<file path="src/rtl/mss_pkg.sv">
`timescale 1ns / 1ps
// ---------------------------------------------------------------------------
// mss_pkg
// Shared constants and types for the multi-stack shared store.
// ---------------------------------------------------------------------------
package mss_pkg;

    localparam int NUM_STACKS_DEF  = 4;
    localparam int NUM_ENTRIES_DEF = 64;

    localparam int STACK_ID_W = 2;
    localparam int VALUE_W    = 32;
    localparam int STATUS_W   = 2;

    typedef logic [STATUS_W-1:0] status_t;

    localparam status_t ST_DONE  = 2'd0;
    localparam status_t ST_FULL  = 2'd1;
    localparam status_t ST_EMPTY = 2'd2;

    localparam logic REQ_PUSH = 1'b0;
    localparam logic REQ_POP  = 1'b1;

endpackage

</file>
<file path="src/rtl/mss_req_if.sv">
`timescale 1ns / 1ps
// ---------------------------------------------------------------------------
// mss_req_if
// Request channel: push or pop beats with valid/ready handshake.
// ---------------------------------------------------------------------------
interface mss_req_if;
    import mss_pkg::*;

    logic                         valid;
    logic                         ready;
    logic                         req_type;
    logic [STACK_ID_W-1:0]        stack_id;
    logic signed [VALUE_W-1:0]    push_value;

    modport source (output valid, output req_type, output stack_id, output push_value,
                    input ready);
    modport sink   (input valid, input req_type, input stack_id, input push_value,
                    output ready);
endinterface

</file>
<file path="src/rtl/mss_rsp_if.sv">
`timescale 1ns / 1ps
// ---------------------------------------------------------------------------
// mss_rsp_if
// Response channel: status and popped value per beat, valid/ready handshake.
// ---------------------------------------------------------------------------
interface mss_rsp_if;
    import mss_pkg::*;

    logic                         valid;
    logic                         ready;
    status_t                      status;
    logic signed [VALUE_W-1:0]    pop_value;

    modport source (output valid, output status, output pop_value, input ready);
    modport sink   (input valid, input status, input pop_value, output ready);
endinterface

</file>
<file path="src/rtl/mss_ram.sv">
`timescale 1ns / 1ps
// ---------------------------------------------------------------------------
// mss_ram
// Generic single-port-write, single-port-read RAM with registered read.
// ---------------------------------------------------------------------------
module mss_ram #(
    parameter int WIDTH = 8,
    parameter int DEPTH = 2,
    localparam int AW   = (DEPTH > 1) ? $clog2(DEPTH) : 1
) (
    input  logic             clk,
    input  logic             we,
    input  logic [AW-1:0]    waddr,
    input  logic [WIDTH-1:0] wdata,
    input  logic [AW-1:0]    raddr,
    output logic [WIDTH-1:0] rdata
);

    logic [WIDTH-1:0] mem [DEPTH];
    logic [WIDTH-1:0] rdata_reg;

    always_ff @(posedge clk)
    begin
        if (we)
        begin
            mem[waddr] <= wdata;
        end
        rdata_reg <= mem[raddr];
    end

    assign rdata = rdata_reg;

endmodule

</file>
<file path="src/rtl/multi_stack_shared_store_top.sv">
`timescale 1ns / 1ps
// ---------------------------------------------------------------------------
// multi_stack_shared_store_top
// Several LIFO stacks sharing one entry store, free list threaded via links.
// ---------------------------------------------------------------------------
// Flow: the request beat is accepted in S_IDLE; S_HEAD uses the head-pointer
//   RAM read, S_LINK the dependent entry RAM read (both registered reads),
//   and the write-back and response register update happen in S_LINK once
//   the response channel is free. No new beat is taken until back in S_IDLE.
// Reset: all stacks empty, free list starts at entry 0; no clearing pass,
//   untouched entries link to the next entry through a fill mark.
// ---------------------------------------------------------------------------
module multi_stack_shared_store_top
    import mss_pkg::*;
#(
    parameter int NUM_STACKS  = NUM_STACKS_DEF,
    parameter int NUM_ENTRIES = NUM_ENTRIES_DEF
) (
    input  logic        clk,
    input  logic        rst_n,
    mss_req_if.sink     req,
    mss_rsp_if.source   rsp
);

    localparam int PW = $clog2(NUM_ENTRIES + 1);
    localparam int AW = $clog2(NUM_ENTRIES);
    localparam int SW = (NUM_STACKS > 1) ? $clog2(NUM_STACKS) : 1;
    localparam int EW = PW + VALUE_W;

    localparam logic [PW-1:0] NULL_PTR = PW'(NUM_ENTRIES);

    localparam logic [1:0] S_IDLE = 2'd0;
    localparam logic [1:0] S_HEAD = 2'd1;
    localparam logic [1:0] S_LINK = 2'd2;

    logic [1:0]                state_reg, state_next;
    logic                      req_type_reg;
    logic [SW-1:0]             sid_reg;
    logic                      sid_ok_reg;
    logic [VALUE_W-1:0]        push_value_reg;
    logic [PW-1:0]             head_reg;
    logic [PW-1:0]             ptr_reg;
    logic [PW-1:0]             free_head_reg;
    logic [PW-1:0]             fill_reg;
    logic [NUM_STACKS-1:0]     head_vld_reg;
    logic                      rsp_valid_reg;
    status_t                   status_reg;
    logic [VALUE_W-1:0]        pop_value_reg;

    logic                      accept;
    logic                      commit;
    logic [PW-1:0]             head_cur;
    logic [PW-1:0]             ptr_sel;
    logic [PW-1:0]             link_raw;
    logic [PW-1:0]             link_cur;
    logic [VALUE_W-1:0]        val_cur;
    logic                      ptr_ok;
    logic                      push_done;
    logic                      pop_done;

    logic                      head_we;
    logic [PW-1:0]             head_wdata;
    logic [PW-1:0]             head_rdata;
    logic                      ent_we;
    logic [AW-1:0]             ent_raddr;
    logic [EW-1:0]             ent_wdata;
    logic [EW-1:0]             ent_rdata;

    assign req.ready  = (state_reg == S_IDLE);
    assign accept     = req.valid && req.ready;
    assign commit     = (state_reg == S_LINK) && (!rsp_valid_reg || rsp.ready);

    assign head_cur   = head_vld_reg[sid_reg] ? head_rdata : NULL_PTR;
    assign ptr_sel    = (req_type_reg == REQ_POP) ? head_cur : free_head_reg;
    assign ent_raddr  = (state_reg == S_HEAD) ? ptr_sel[AW-1:0] : ptr_reg[AW-1:0];

    assign link_raw   = ent_rdata[VALUE_W +: PW];
    assign val_cur    = ent_rdata[VALUE_W-1:0];
    // untouched entries still hold their reset link to the next entry
    assign link_cur   = (ptr_reg >= fill_reg) ? PW'(ptr_reg + PW'(1)) : link_raw;

    assign ptr_ok     = sid_ok_reg && (ptr_reg < NULL_PTR);
    assign push_done  = commit && ptr_ok && (req_type_reg == REQ_PUSH);
    assign pop_done   = commit && ptr_ok && (req_type_reg == REQ_POP);

    assign head_we    = push_done || pop_done;
    assign head_wdata = push_done ? ptr_reg : link_cur;
    assign ent_we     = head_we;
    assign ent_wdata  = push_done ? {head_reg, push_value_reg} : {free_head_reg, val_cur};

    always_comb
    begin
        state_next = state_reg;
        unique case (state_reg)
            S_IDLE:
            begin
                if (accept)
                begin
                    state_next = S_HEAD;
                end
            end
            S_HEAD:
            begin
                state_next = S_LINK;
            end
            S_LINK:
            begin
                if (commit)
                begin
                    state_next = S_IDLE;
                end
            end
            default:
            begin
                state_next = S_IDLE;
            end
        endcase
    end

    always_ff @(posedge clk or negedge rst_n)
    begin
        if (!rst_n)
        begin
            state_reg     <= S_IDLE;
            free_head_reg <= '0;
            fill_reg      <= '0;
            head_vld_reg  <= '0;
            rsp_valid_reg <= 1'b0;
        end
        else
        begin
            state_reg <= state_next;
            if (push_done)
            begin
                free_head_reg <= link_cur;
                if (ptr_reg >= fill_reg)
                begin
                    fill_reg <= PW'(fill_reg + PW'(1));
                end
            end
            else if (pop_done)
            begin
                free_head_reg <= ptr_reg;
            end
            if (head_we)
            begin
                head_vld_reg[sid_reg] <= 1'b1;
            end
            if (commit)
            begin
                rsp_valid_reg <= 1'b1;
            end
            else if (rsp.ready)
            begin
                rsp_valid_reg <= 1'b0;
            end
        end
    end

    always_ff @(posedge clk)
    begin
        if (accept)
        begin
            req_type_reg   <= req.req_type;
            sid_reg        <= SW'(req.stack_id);
            sid_ok_reg     <= (int'(req.stack_id) < NUM_STACKS);
            push_value_reg <= req.push_value;
        end
        if (state_reg == S_HEAD)
        begin
            head_reg <= head_cur;
            ptr_reg  <= ptr_sel;
        end
        if (commit)
        begin
            if (ptr_ok)
            begin
                status_reg <= ST_DONE;
            end
            else if (req_type_reg == REQ_PUSH)
            begin
                status_reg <= ST_FULL;
            end
            else
            begin
                status_reg <= ST_EMPTY;
            end
            pop_value_reg <= pop_done ? val_cur : '0;
        end
    end

    assign rsp.valid     = rsp_valid_reg;
    assign rsp.status    = status_reg;
    assign rsp.pop_value = pop_value_reg;

    mss_ram #(
        .WIDTH (PW),
        .DEPTH (NUM_STACKS)
    ) u_head_ram (
        .clk   (clk),
        .we    (head_we),
        .waddr (sid_reg),
        .wdata (head_wdata),
        .raddr (SW'(req.stack_id)),
        .rdata (head_rdata)
    );

    mss_ram #(
        .WIDTH (EW),
        .DEPTH (NUM_ENTRIES)
    ) u_entry_ram (
        .clk   (clk),
        .we    (ent_we),
        .waddr (ptr_reg[AW-1:0]),
        .wdata (ent_wdata),
        .raddr (ent_raddr),
        .rdata (ent_rdata)
    );

endmodule
</file>
<file path="src/flat_wrapper.sv">
// flat-port wrapper written by rule: the top's interface ports become plain ports
module multi_stack_shared_store_top_flat import mss_pkg::*;
#(
    parameter int NUM_STACKS  = NUM_STACKS_DEF,
    parameter int NUM_ENTRIES = NUM_ENTRIES_DEF
)
  (clk, rst_n, req_valid, req_req_type, req_stack_id, req_push_value, req_ready, rsp_valid, rsp_status, rsp_pop_value, rsp_ready);
  mss_req_if req_i ();
  mss_rsp_if rsp_i ();
  input  logic clk;
  input  logic rst_n;
  input wire logic [$bits(req_i.valid)-1:0] req_valid;
  input wire logic [$bits(req_i.req_type)-1:0] req_req_type;
  input wire logic [$bits(req_i.stack_id)-1:0] req_stack_id;
  input wire logic [$bits(req_i.push_value)-1:0] req_push_value;
  output wire logic [$bits(req_i.ready)-1:0] req_ready;
  output wire logic [$bits(rsp_i.valid)-1:0] rsp_valid;
  output wire logic [$bits(rsp_i.status)-1:0] rsp_status;
  output wire logic [$bits(rsp_i.pop_value)-1:0] rsp_pop_value;
  input wire logic [$bits(rsp_i.ready)-1:0] rsp_ready;
  assign req_i.valid = req_valid;
  assign req_i.req_type = req_req_type;
  assign req_i.stack_id = req_stack_id;
  assign req_i.push_value = req_push_value;
  assign req_ready = req_i.ready;
  assign rsp_valid = rsp_i.valid;
  assign rsp_status = rsp_i.status;
  assign rsp_pop_value = rsp_i.pop_value;
  assign rsp_i.ready = rsp_ready;
  multi_stack_shared_store_top #(.NUM_STACKS(NUM_STACKS), .NUM_ENTRIES(NUM_ENTRIES)) u_core (.clk(clk), .rst_n(rst_n), .req(req_i), .rsp(rsp_i));
endmodule
</file>
<file path="config.mk">
export PLATFORM = sky130hd
export DESIGN_NAME = multi_stack_shared_store_top_flat
export DESIGN_NICKNAME = d
export VERILOG_FILES = /design/src/rtl/mss_pkg.sv /design/src/rtl/mss_req_if.sv /design/src/rtl/mss_rsp_if.sv /design/src/rtl/mss_ram.sv /design/src/rtl/multi_stack_shared_store_top.sv /design/src/flat_wrapper.sv
export SDC_FILE = /design/constraint.sdc
export NUM_CORES = 2
export LEC_CHECK = 0
export ABC_AREA = 0
export BUFFER_PORTS_ARGS = -buffer_cell sky130_fd_sc_hd__buf_2
export CAP_MARGIN = 15
export CORE_MARGIN = 4
export CORE_UTILIZATION = 55
export CTS_CLUSTER_DIAMETER = 120
export DETAILED_ROUTE_END_ITERATION = 12
export HOLD_SLACK_MARGIN = 0.02
export PLACE_DENSITY = 0.71
export RECOVER_POWER = 100
export REMOVE_ABC_BUFFERS = 1
export SKIP_LAST_GASP = 1
export SYNTH_ARGS = -nofsm -noshare
export SYNTH_HDL_FRONTEND = slang
export SYNTH_HIERARCHICAL = 1
export SYNTH_SLANG_ARGS = --single-unit
</file>
<file path="constraint.sdc">
create_clock -name clk -period 5.7 [get_ports clk]
set_input_delay 0.285 -clock clk [delete_from_list [all_inputs] [get_ports clk]]
set_output_delay 0.285 -clock clk [all_outputs]
set_load 0.01 [all_outputs]
</file>
Yosys cells after proc, flatten, opt, wreduce, memory -nomap -nowiden:

Memories as Yosys holds them, arrays and structs flattened. A register that Yosys moved wholly into a read port is not among the register bits.
Index checks and enable logic that the tools add are counted.

* add/subtract/negate cells: 2
* order comparisons: 4
* equality and inequality tests: 4
* mux-type cells: 20
* bitwise logic cells: 2
* reductions and logical operators: 14

Operators with widths (count)
* 7-bit 2-to-1 mux: 6
* 39-bit 2-to-1 mux: 1
* 7-bit by 1-bit adder with 7-bit output, second input constant: 2
* 7-bit greater-or-equal comparator: 1
* 7-bit less-than comparator, second input constant: 1
* 1-bit logical AND: 6
* 1-bit 2-to-1 mux: 6
* 2-bit 2-to-1 mux: 3
* 6-bit 2-to-1 mux: 1
* 2-bit case mux with 3 select lines: 1
* 4-bit bitwise OR: 1
* 2-bit AND reduction: 2
* 2-bit nonzero test: 2
* 2-bit by 3-bit less-than comparator with 1-bit output, second input constant: 1
* 1-bit binary-select mux with 2-bit select: 1
* 1-bit demux with 2-bit select: 1
* 2-bit by 1-bit == test with 1-bit output, second input constant: 1
* 2-bit == test, second input constant: 1
* 2-bit by 1-bit greater-or-equal comparator with 1-bit output, second input constant: 1
* 2-bit zero test: 1
* 1-bit logical OR: 2
* 2-bit by 1-bit inequality test with 1-bit output, second input constant: 1
* 2-bit inequality test, second input constant: 1
* 1-bit zero test: 1
* 1-bit inverter: 1

* register bits after elaboration: 104
* memory bits (writable): 2524
* output and inout port bits: 36
* logic and storage cells: 60
* memories: 2

Memory list
* u_core.u_entry_ram.mem: depth 64, bits a word 39, rd ports 1, clocked after memory_dff 1, wr ports 1, line mss_ram.sv:19 `logic [WIDTH-1:0] mem [DEPTH];`
* u_core.u_head_ram.mem: depth 4, bits a word 7, rd ports 1, clocked after memory_dff 1, wr ports 1, line mss_ram.sv:19

Longest topological paths before layout:

* depth in word-level cells: 8
* depth in mapped cells: 13
* gate-level depth less buffers: 10

By module:

The synthesis kept the hierarchy.

By module, submodules not included
* mss_ram at u_core.u_entry_ram: times used 1, cells an instance 4059, area an instance 95352.7 um^2
* multi_stack_shared_store_top: times used 1, cells an instance 432, area an instance 4870.9 um^2
* mss_ram at u_core.u_head_ram: times used 1, cells an instance 48, area an instance 1184.9 um^2

Worst setup path before layout:

OpenSTA, ideal clock, no wires.

* path type: register to register
* start point: register u_core.rsp_valid_reg (netlist: u_core/rsp.valid)
* end point: memory u_core/u_entry_ram/mem[48][0] in the netlist's numbering, enable pin
* library setup time: 0.484 ns
* arrival: 4.522 ns
* data required time: 5.216 ns
* setup slack: 0.695 ns
* cell stages (with the launch flop): 8
* cell sequence: dfrtp_1 -> nor2b_1 -> or3_1 -> clkinv_1 -> buf_1 -> nor2b_1 -> nand4b_1 -> nor3_1

* cells in the longest elaborated chain, start to end: 8
* elaborated cells on any way between the ends: 9

RTL lines
* from (decl): line multi_stack_shared_store_top.sv:46 `logic rsp_valid_reg;`
* from (signal assigned): line multi_stack_shared_store_top.sv:128 `rsp_valid_reg <= 1'b0;`
* from (signal assigned): line multi_stack_shared_store_top.sv:151 `rsp_valid_reg <= 1'b1;`
* from (signal assigned): line multi_stack_shared_store_top.sv:155 `rsp_valid_reg <= 1'b0;`
* 1-bit zero test (*): line multi_stack_shared_store_top.sv:71 `assign commit = (state_reg == S_LINK) && (!rsp_valid_reg || rsp.ready);`
* 1-bit logical OR (*): line multi_stack_shared_store_top.sv:71
* 1-bit logical AND (*): line multi_stack_shared_store_top.sv:71
* 1-bit logical AND (*): line multi_stack_shared_store_top.sv:83, multi_stack_shared_store_top.sv:84
* 1-bit logical AND, on equally long branches: line multi_stack_shared_store_top.sv:83, multi_stack_shared_store_top.sv:84
* 1-bit logical OR (*): line multi_stack_shared_store_top.sv:86 `assign head_we = push_done || pop_done;`
* net u_core.ent_we: line multi_stack_shared_store_top.sv:64 `logic ent_we;`
* 1-bit 2-to-1 mux (*): line mss_ram.sv:24 `if (we)`
* 1-bit 2-to-1 mux (implied by the code) (*): line mss_ram.sv:26 `mem[waddr] <= wdata;`
* to (decl): line mss_ram.sv:19

Mark *: on every way through the listed nets, which the timed path passes. The rest lies on a longest branch.

Final worst setup path:

* start point: register u_core.sid_reg[0]
* end point: register u_core.u_entry_ram.rdata_reg[28] (netlist: u_core/u_entry_ram/rdata[28]) (read register of u_core.u_entry_ram.mem)

* cells in the longest elaborated chain, start to end: 5

RTL lines
* from (decl): line multi_stack_shared_store_top.sv:38 `logic [SW-1:0] sid_reg;`
* from (signal assigned): line multi_stack_shared_store_top.sv:165 `sid_reg <= SW'(req.stack_id);`
* 1-bit binary-select mux with 2-bit select: line multi_stack_shared_store_top.sv:73 `assign head_cur = head_vld_reg[sid_reg] ? head_rdata : NULL_PTR;`
* 1-bit 2-to-1 mux (implied by the code): line multi_stack_shared_store_top.sv:73
* 7-bit 2-to-1 mux: line multi_stack_shared_store_top.sv:73
* net u_core.head_cur[2]: line multi_stack_shared_store_top.sv:52 `logic [PW-1:0] head_cur;`
* 7-bit 2-to-1 mux: line multi_stack_shared_store_top.sv:74 `assign ptr_sel = (req_type_reg == REQ_POP) ? head_cur : free_head_reg;`
* net u_core.ptr_sel[2]: line multi_stack_shared_store_top.sv:53 `logic [PW-1:0] ptr_sel;`
* 6-bit 2-to-1 mux: line multi_stack_shared_store_top.sv:75 `assign ent_raddr = (state_reg == S_HEAD) ? ptr_sel[AW-1:0] : ptr_reg[AW-1:0];`
* net u_core.ent_raddr[2]: line multi_stack_shared_store_top.sv:65 `logic [AW-1:0] ent_raddr;`
* to (decl): line mss_ram.sv:20 `logic [WIDTH-1:0] rdata_reg;`

The timed path passes the listed nets, and every way through them passes these cells. The select of a mux whose other input is x is not followed.
A chain may end at the register's enable or synchronous reset.

==> reports/metrics.cfg <==
[setup_path]
cp_slowest_stage_delay_ns=1.30
cp_data_required_time_ns=6.56
path_max_fanout=58
critPathArrivalTime_ns=6.38
crit_chain=mux4_2, and2_0, mux2_1, mux2_8, and2_1, nand2_1, buf_4, o22ai_1, nor4_1, o21a_1
crit_path_top_delay_cell=nor4_1
crit_path_end_kind=flop
critPathLaunchType=flop
path_class=reg -> reg

[route]
vias=50200
ant_nets=0
post_drt_wl_per_cell_um=34.0
first_pass_iters=8
drc=0
viasPerCell=6.64
routed_wl_um=257000
drtIter0Drc=7174

[synthesis]
synth.most_common_cell=edfxtp_1
ys_top_cells_by_area=edfxtp_1, mux4_2, o22ai_1
syn_inst=4539
yosysWarningCount=6
yosysSeqAreaShare_pct=78.6
syn_area_per_cell_um2=22.3
synth.distinct_cells=64
synth_top_area_share_pct=77.2
synth_flop_cell=edfxtp_1
synth_edf_count=2607
yosys-top-cells-count=edfxtp_1, mux4_2, o22ai_1, nand2_1, nor2_1
netlist_area_mm2=0.101
synthArstFlopShare_pct=0.785
yosys.area.top_type=edfxtp_1
ys_seq_elements=2674

[cells_and_area]
n_fill_cell=12000
largest_reg_flops=2496
area_growth_pct=13.0
nets=4951
final_area_mm2=0.115
utilization_pct=62.5
drive_gt1_share_pct=25.6

[clocking]
insertion_delay_ns=0.92
root_buffer=clkbuf_16
numCtsBuffers=277
cts_setup_buffers=0
clk_path_buf_depth=4
path_clk_slew_ns=0.06
htree_levels=5
cts_resized=0
cts_hold_buf=40
cts.sinks=2674
cts_tree=yes

[timing]
hold_viol_final=0
fin_hold_ws_ns=0.0773
fin_crit_sh_pct=96.9
worst_pin_slew_ns=3.06
fin_crit_ns=5.52
fmax_mhz=181
finalSetupViolCount=0
skew_ns=0.0531
slew_headroom_pct=-104
final.setup.tns_ns=0
slew_viol_final=1020
rsz0062_at_grt=false

[grt]
grt_pass1_wl_um=368000
globalRouteTotalUtil_pct=27.0
gr-total-overflow=0
grt_pass1_vias=50500
grt_max_degree=98
antenna_found_initial=7

[run]
max_cap_viol_count=43

[status]
status=complete, but fails checks
failed_checks=capacitance limit, slew limit

[die]
num_rows=157
boundaryPins=75
initial_core_util_pct=55.3
core_mm2=0.183
dieHeight_um=437
dieArea_mm2=0.191
die_w_um=437

[pwr]
p_leak_uw=0.0360
power_density_mw_per_mm2=496
vdd_drop_max_mv=0.383
power_uw=56900

[min_path]
hold_path_class=in -> reg

[placement]
port_buffers=74
gp_congestion=0.812
dp_hpwl_um=143000
placed_area_mm2=0.106

==> kinds of logic after synthesis <==
| kind of cell | count (synthesis) | synth area share, % |
|---|---|---|
| fa+ha+maj | 9 | 0.111 |
| compound gates | 385 | 2.58 |
| buf+inv | 266 | 1.44 |
| flops | 2674 | 78.6 |
| simple gates | 469 | 2.24 |
| mux | 725 | 14.9 |
| xor+xnor | 11 | 0.0950 |
==> stage by stage <==
stage	worst slack (ns)	std cells
detailed placement	0.551	7015
CTS	0.561	7526
global placement	0.316	7008
floorplan	-10.82	4287
global route	0.191	7560
finish	0.179	7561
==> layout make-up <==
class / count / area (µm²) / area share (%)
clock buffers: 361 / 7510 / 6.55
diodes: 2 / 5.00 / 0.00437
inverters: 14 / 52.6 / 0.0458
well taps: 2464 / 3080 / 2.69
multi-input cells: 1599 / 20500 / 17.9
clock inverters: 110 / 1150 / 1.01
flip-flops and latches: 2674 / 79700 / 69.6
repair buffers: 337 / 2610 / 2.27
==> cell usage in the layout, fill, tap and decap left out, types with 16 or more instances in the layout <==
master | netlist | routed
edfxtp_1 | 2607 | 2607
mux4_2 | 622 | 622
clkbuf_16 | 0 | 284
o22ai_1 | 162 | 162
nand2_1 | 160 | 157
clkbuf_1 | 90 | 134
buf_4 | 40 | 71
clkbuf_2 | 1 | 71
nor2_1 | 104 | 70
mux2i_1 | 61 | 61
clkinv_1 | 2 | 47
dfxtp_1 | 46 | 46
and3_1 | 43 | 43
buf_2 | 80 | 42
a22oi_1 | 41 | 41
dlygate4sd3_1 | 0 | 40
buf_12 | 0 | 38
nand3_1 | 36 | 36
mux2_2 | 37 | 34
a21oi_1 | 33 | 33
clkinv_2 | 0 | 30
nor4_1 | 31 | 29
nor2b_1 | 29 | 28
nor2_4 | 1 | 27
bufinv_16 | 0 | 25
o221ai_1 | 24 | 24
dfrtp_1 | 21 | 21
a211oi_1 | 19 | 19
o21ai_0 | 19 | 18
a221oi_1 | 16 | 16
==> final timing paths <==
check | slack (ns) | depth (start not counted) | end | from
worst min-delay path | 0.08 | 2 | u_core/push_value_reg[28] | req_push_value[28]
max in group asynchronous | 4.33 | 3 | u_core/head_vld_reg[2] | rst_n
worst max-delay path | 0.18 | 10 | u_core/u_entry_ram/rdata[28] | u_core/sid_reg[0]
worst max register to register | 0.18 | 10 | u_core/u_entry_ram/rdata[28] | u_core/sid_reg[0]
worst min register to register | 0.47 | 1 | u_core/head_vld_reg[1] | u_core/head_vld_reg[1]
min in group asynchronous | 0.72 | 3 | u_core/free_head_reg[1] | rst_n
==> routing by layer <==
metal | GRT usage (%) | share of wire [%]
met4 | 10.2 | 3.9
met5 | 0 | 0.0027
met3 | 6.02 | 12
met2 | 42.2 | 48
met1 | 38.1 | 36
==> where the power goes <==
group	internal [µW]	switching, µW	total, µW	leakage (µW)
logic	4930	8950	13900	0.00773
clock network	10400	7070	17400	0.00422
registers	25000	554	25600	0.0241
total	40300	16600	56900	0.0360
==> worst max-delay path, delay by kind of cell, from the launching register on <==
kind,cells,cell delay (ns)
compound gates,2,0.38
mux,3,1.45
flops,1,0.51
buf+inv,1,0.45
simple gates,4,2.56
No activity file was read; power rests on OpenSTA's default activity.
